--- config.mk ---
export PLATFORM = sky130hd
export DESIGN_NAME = ohm_ram
export DESIGN_NICKNAME = d
export VERILOG_FILES = /design/src/hdl/ohm_ram.sv
export SDC_FILE = /design/constraint.sdc
export NUM_CORES = 1
export LEC_CHECK = 0
export CORE_MARGIN = 4
export CORE_UTILIZATION = 35
export DETAILED_ROUTE_END_ITERATION = 8
export DONT_BUFFER_PORTS = 1
export SYNTH_ARGS = -nofsm -noshare
export SYNTH_HDL_FRONTEND = slang
export SYNTH_SLANG_ARGS = --single-unit
--- constraint.sdc ---
create_clock -name clk -period 2.1 [get_ports clk]
set_clock_uncertainty 0.1 [all_clocks]
set_input_delay 0.105 -clock clk [delete_from_list [all_inputs] [get_ports clk]]
set_output_delay 0.105 -clock clk [all_outputs]
set_load 0.02 [all_outputs]
--- src/hdl/ohm_ram.sv ---
// generic single write port, single read port ram with registered read
// no dependencies
module ohm_ram #(
  parameter int WIDTH = 8,
  parameter int DEPTH = 16
) (
  input  logic                     clk,
  input  logic                     we,
  input  logic [$clog2(DEPTH)-1:0] wa,
  input  logic [WIDTH-1:0]         wd,
  input  logic [$clog2(DEPTH)-1:0] ra,
  output logic [WIDTH-1:0]         rd
);

  logic [WIDTH-1:0] mem [DEPTH];

  always_ff @(posedge clk) begin
    if (we) begin
      mem[wa] <= wd;
    end
    rd <= mem[ra];
  end

endmodule

==> metrics.txt <==
source-to-sink clock delay at the later pin of the worst-skew pair 0.41 ns; die outline area 16710 um2; Worst-path clk slew 0.06 ns; post-synthesis cell count 229; worst-case headroom to the max-slew limit 60.18%; max-cap violations 0; clock net sink count 136; wire length of the first global-routing pass 15700 um; area share of the largest cell type after synthesis 74.67%; number of placed instances, taps included 422; count of H-tree levels built during CTS 4; Worst Path Class, Setup reg -> reg; number of antenna violations at the first check in global routing 0; Initial Util 35.55%; Synth area leader edfxtp_1; share of the cycle needed by the critical path after routing 89.49%; Num CTS Buffers 17; Fillers 1254; number of distinct library cell variants in the gate-level netlist after synthesis 19; Worst IR Drop VDD 0.0006532 V; layout overhead on the synthesized area 20.76%; share of post-route cells with drive strength above 1 21.95%; core area 14480 um2; number of synthesized register bits 136; total number of nets in the final design 292; Overall Global Routing Usage 13.42%; asr flop ratio synth 0%; synthesized-area fraction occupied by ao, oa, aoi and oai cells 2.333%; fraction of the core area covered by cells at the end of the flow 42.93%; maximum fanout count along the critical path 1; via count 2438; most instantiated flip-flop cell in the synthesis netlist edfxtp_1; residual antenna-violating net count after detailed routing 0; Final Setup Violations 0; number of diodes 0; number of synthesized flops with an enable pin 128; post-route non-filler standard cell count 471; parity-gate share of the synthesized area counting xor and xnor cells 0%; overall routed net length 10420 um; library cell with the highest instance count after synthesis edfxtp_1; Sum Neg Setup Slack 0 ns; element type at the critical path start flip-flop; maximum number of pins on one net before global-route repair 31; maximum achievable frequency 0.5321 GHz; Leak Pwr 2.062 nW; deepest clock path buffer count 2; main combinational cell family by area after synthesis multiplexers; post-detailed-route DRC marker count 0; Avg Inst Size Synth 22.48 um2; adder-cell area share of the yosys netlist 0%; root buf cell clkbuf_16; Initial DRC Count 278; share of synthesized cell area in and, or, nand and nor gates 3.184%; shortest clock period the worst path allows after layout 1.879 ns; vias in the first global route 2523; warning count from the yosys run 0; top cells by instance count after synthesis 128 x edfxtp_1, 18 x mux4_2, 16 x a22oi_1; largest cells by area after synthesis edfxtp_1 75%, mux4_2 7.9%, mux4_1 7.1%; fin. max-slew vios 0; critical path arrival 2.07 ns; vertical extent of the die 129.3 um; run status completed; Power per Cell Area 1016 nW/um2; sequential-to-total area share from yosys stat 77.78%; Hold Fails Final Rpt 0; Tot Pwr 6.313 mW; Avg WL per Cell 22.11 um; first drt pass iteration count 5; Port Buf Inserts 0; required time worst endpoint 2.29 ns; setup repair after global routing missed its margin false; routability cong. 0.7088; Remaining Overflow, GRT 0; Site Rows 44; path class of the lowest-slack min-delay path in -> reg; number of vias per cell after detailed routing 5.176; IO Count 26; HPWL after detailed placement 6333 um; floorplan die width 129.3 um; Worst setup EP type flip-flop; CTS tree done; mux share of post-synthesis cell area 15.02%; Tightest Pin Transition 0.5953 ns; Post-Syn Area 5147 um2; post-synth net total 247
==> state kept, by name, indices dropped and copies added (netlist names) <==
register and count:
mem 128, rd 8
==> critical path, cell delays in order, from the launching register on <==
cell and delay (ns):
edfxtp_1 0.37, mux4_1 0.54, a22oi_1 0.15, dlygate4sd3_1 0.56, nand2_1 0.05
==> power by group <==
group / internal, mW / switching, mW / total, mW
sequential: 3.04 / 0.0437 / 3.08
combinational: 0.120 / 0.137 / 0.257
clock: 1.95 / 1.02 / 2.98
==> layer usage <==
layer	track usage (%)	up-vias	share of wire [%]
met1	18.69	1304	47
met4	3.891	0	0.30
met3	5.317	2	5.7
met5	0	-	0
met2	19.63	71	47
li1	-	1061	-
==> cells in the final DEF, fill, tap and decap left out, types with 4 or more instances in the layout <==
cell	instances
mux4_1	14
bufinv_16	4
nand2_1	9
nor3_1	4
edfxtp_1	128
nor2_1	13
a22oi_1	16
dfxtp_1	8
buf_4	19
clkbuf_16	17
dlygate4sd3_1	15
mux4_2	18
clkinv_1	7
==> timing repair <==
item,CTS,global route
gates resized for setup,0,0
setup buffers,0,0
hold endpoints to repair,168,0
hold buffers,17,0
==> cell families (layout without fill, tap and decap cells) <==
family | Yosys count | count (layout)
buffers and inverters | 10 | 68
DFF | 136 | 136
and+or+nand+nor | 35 | 35
muxes | 32 | 32
AOI/OAI and AO/OA | 16 | 16
==> cell type report <==
| type | instances | area [um2] | area share [%] |
|---|---|---|---|
| clock buffers | 19 | 432.9 | 6.965 |
| clock inverters | 13 | 158.9 | 2.556 |
| multi-input cells | 83 | 1057 | 17.01 |
| flip-flops and latches | 136 | 4004 | 64.41 |
| well taps | 184 | 230.2 | 3.704 |
| repair buffers | 36 | 332.8 | 5.354 |
==> worst paths after layout <==
check | start | depth (start not counted) | slack (ns) | to
setup / recovery | mem[5][3] | 4 | 0.22 | rd[3]
hold / removal | ra[0] | 3 | 0.03 | rd[5]
setup reg to reg | mem[5][3] | 4 | 0.22 | rd[3]
hold reg to reg | mem[14][5] | 3 | 0.57 | rd[5]
==> stage by stage <==
stage / area (um2) / hold WS (ns) / setup slack, ns
after CTS: 6216 / 0.006759 / 0.2073
after global placement: 5434 / 0.1056 / 0.6331
after detailed placement: 5434 / 0.1055 / 0.6068
after global routing: 6216 / 0.01819 / 0.1266
final: 6216 / 0.02874 / 0.2208
after floorplan: 5147 / 0.1039 / 0.4021
(Power assumes the default switching activity.)
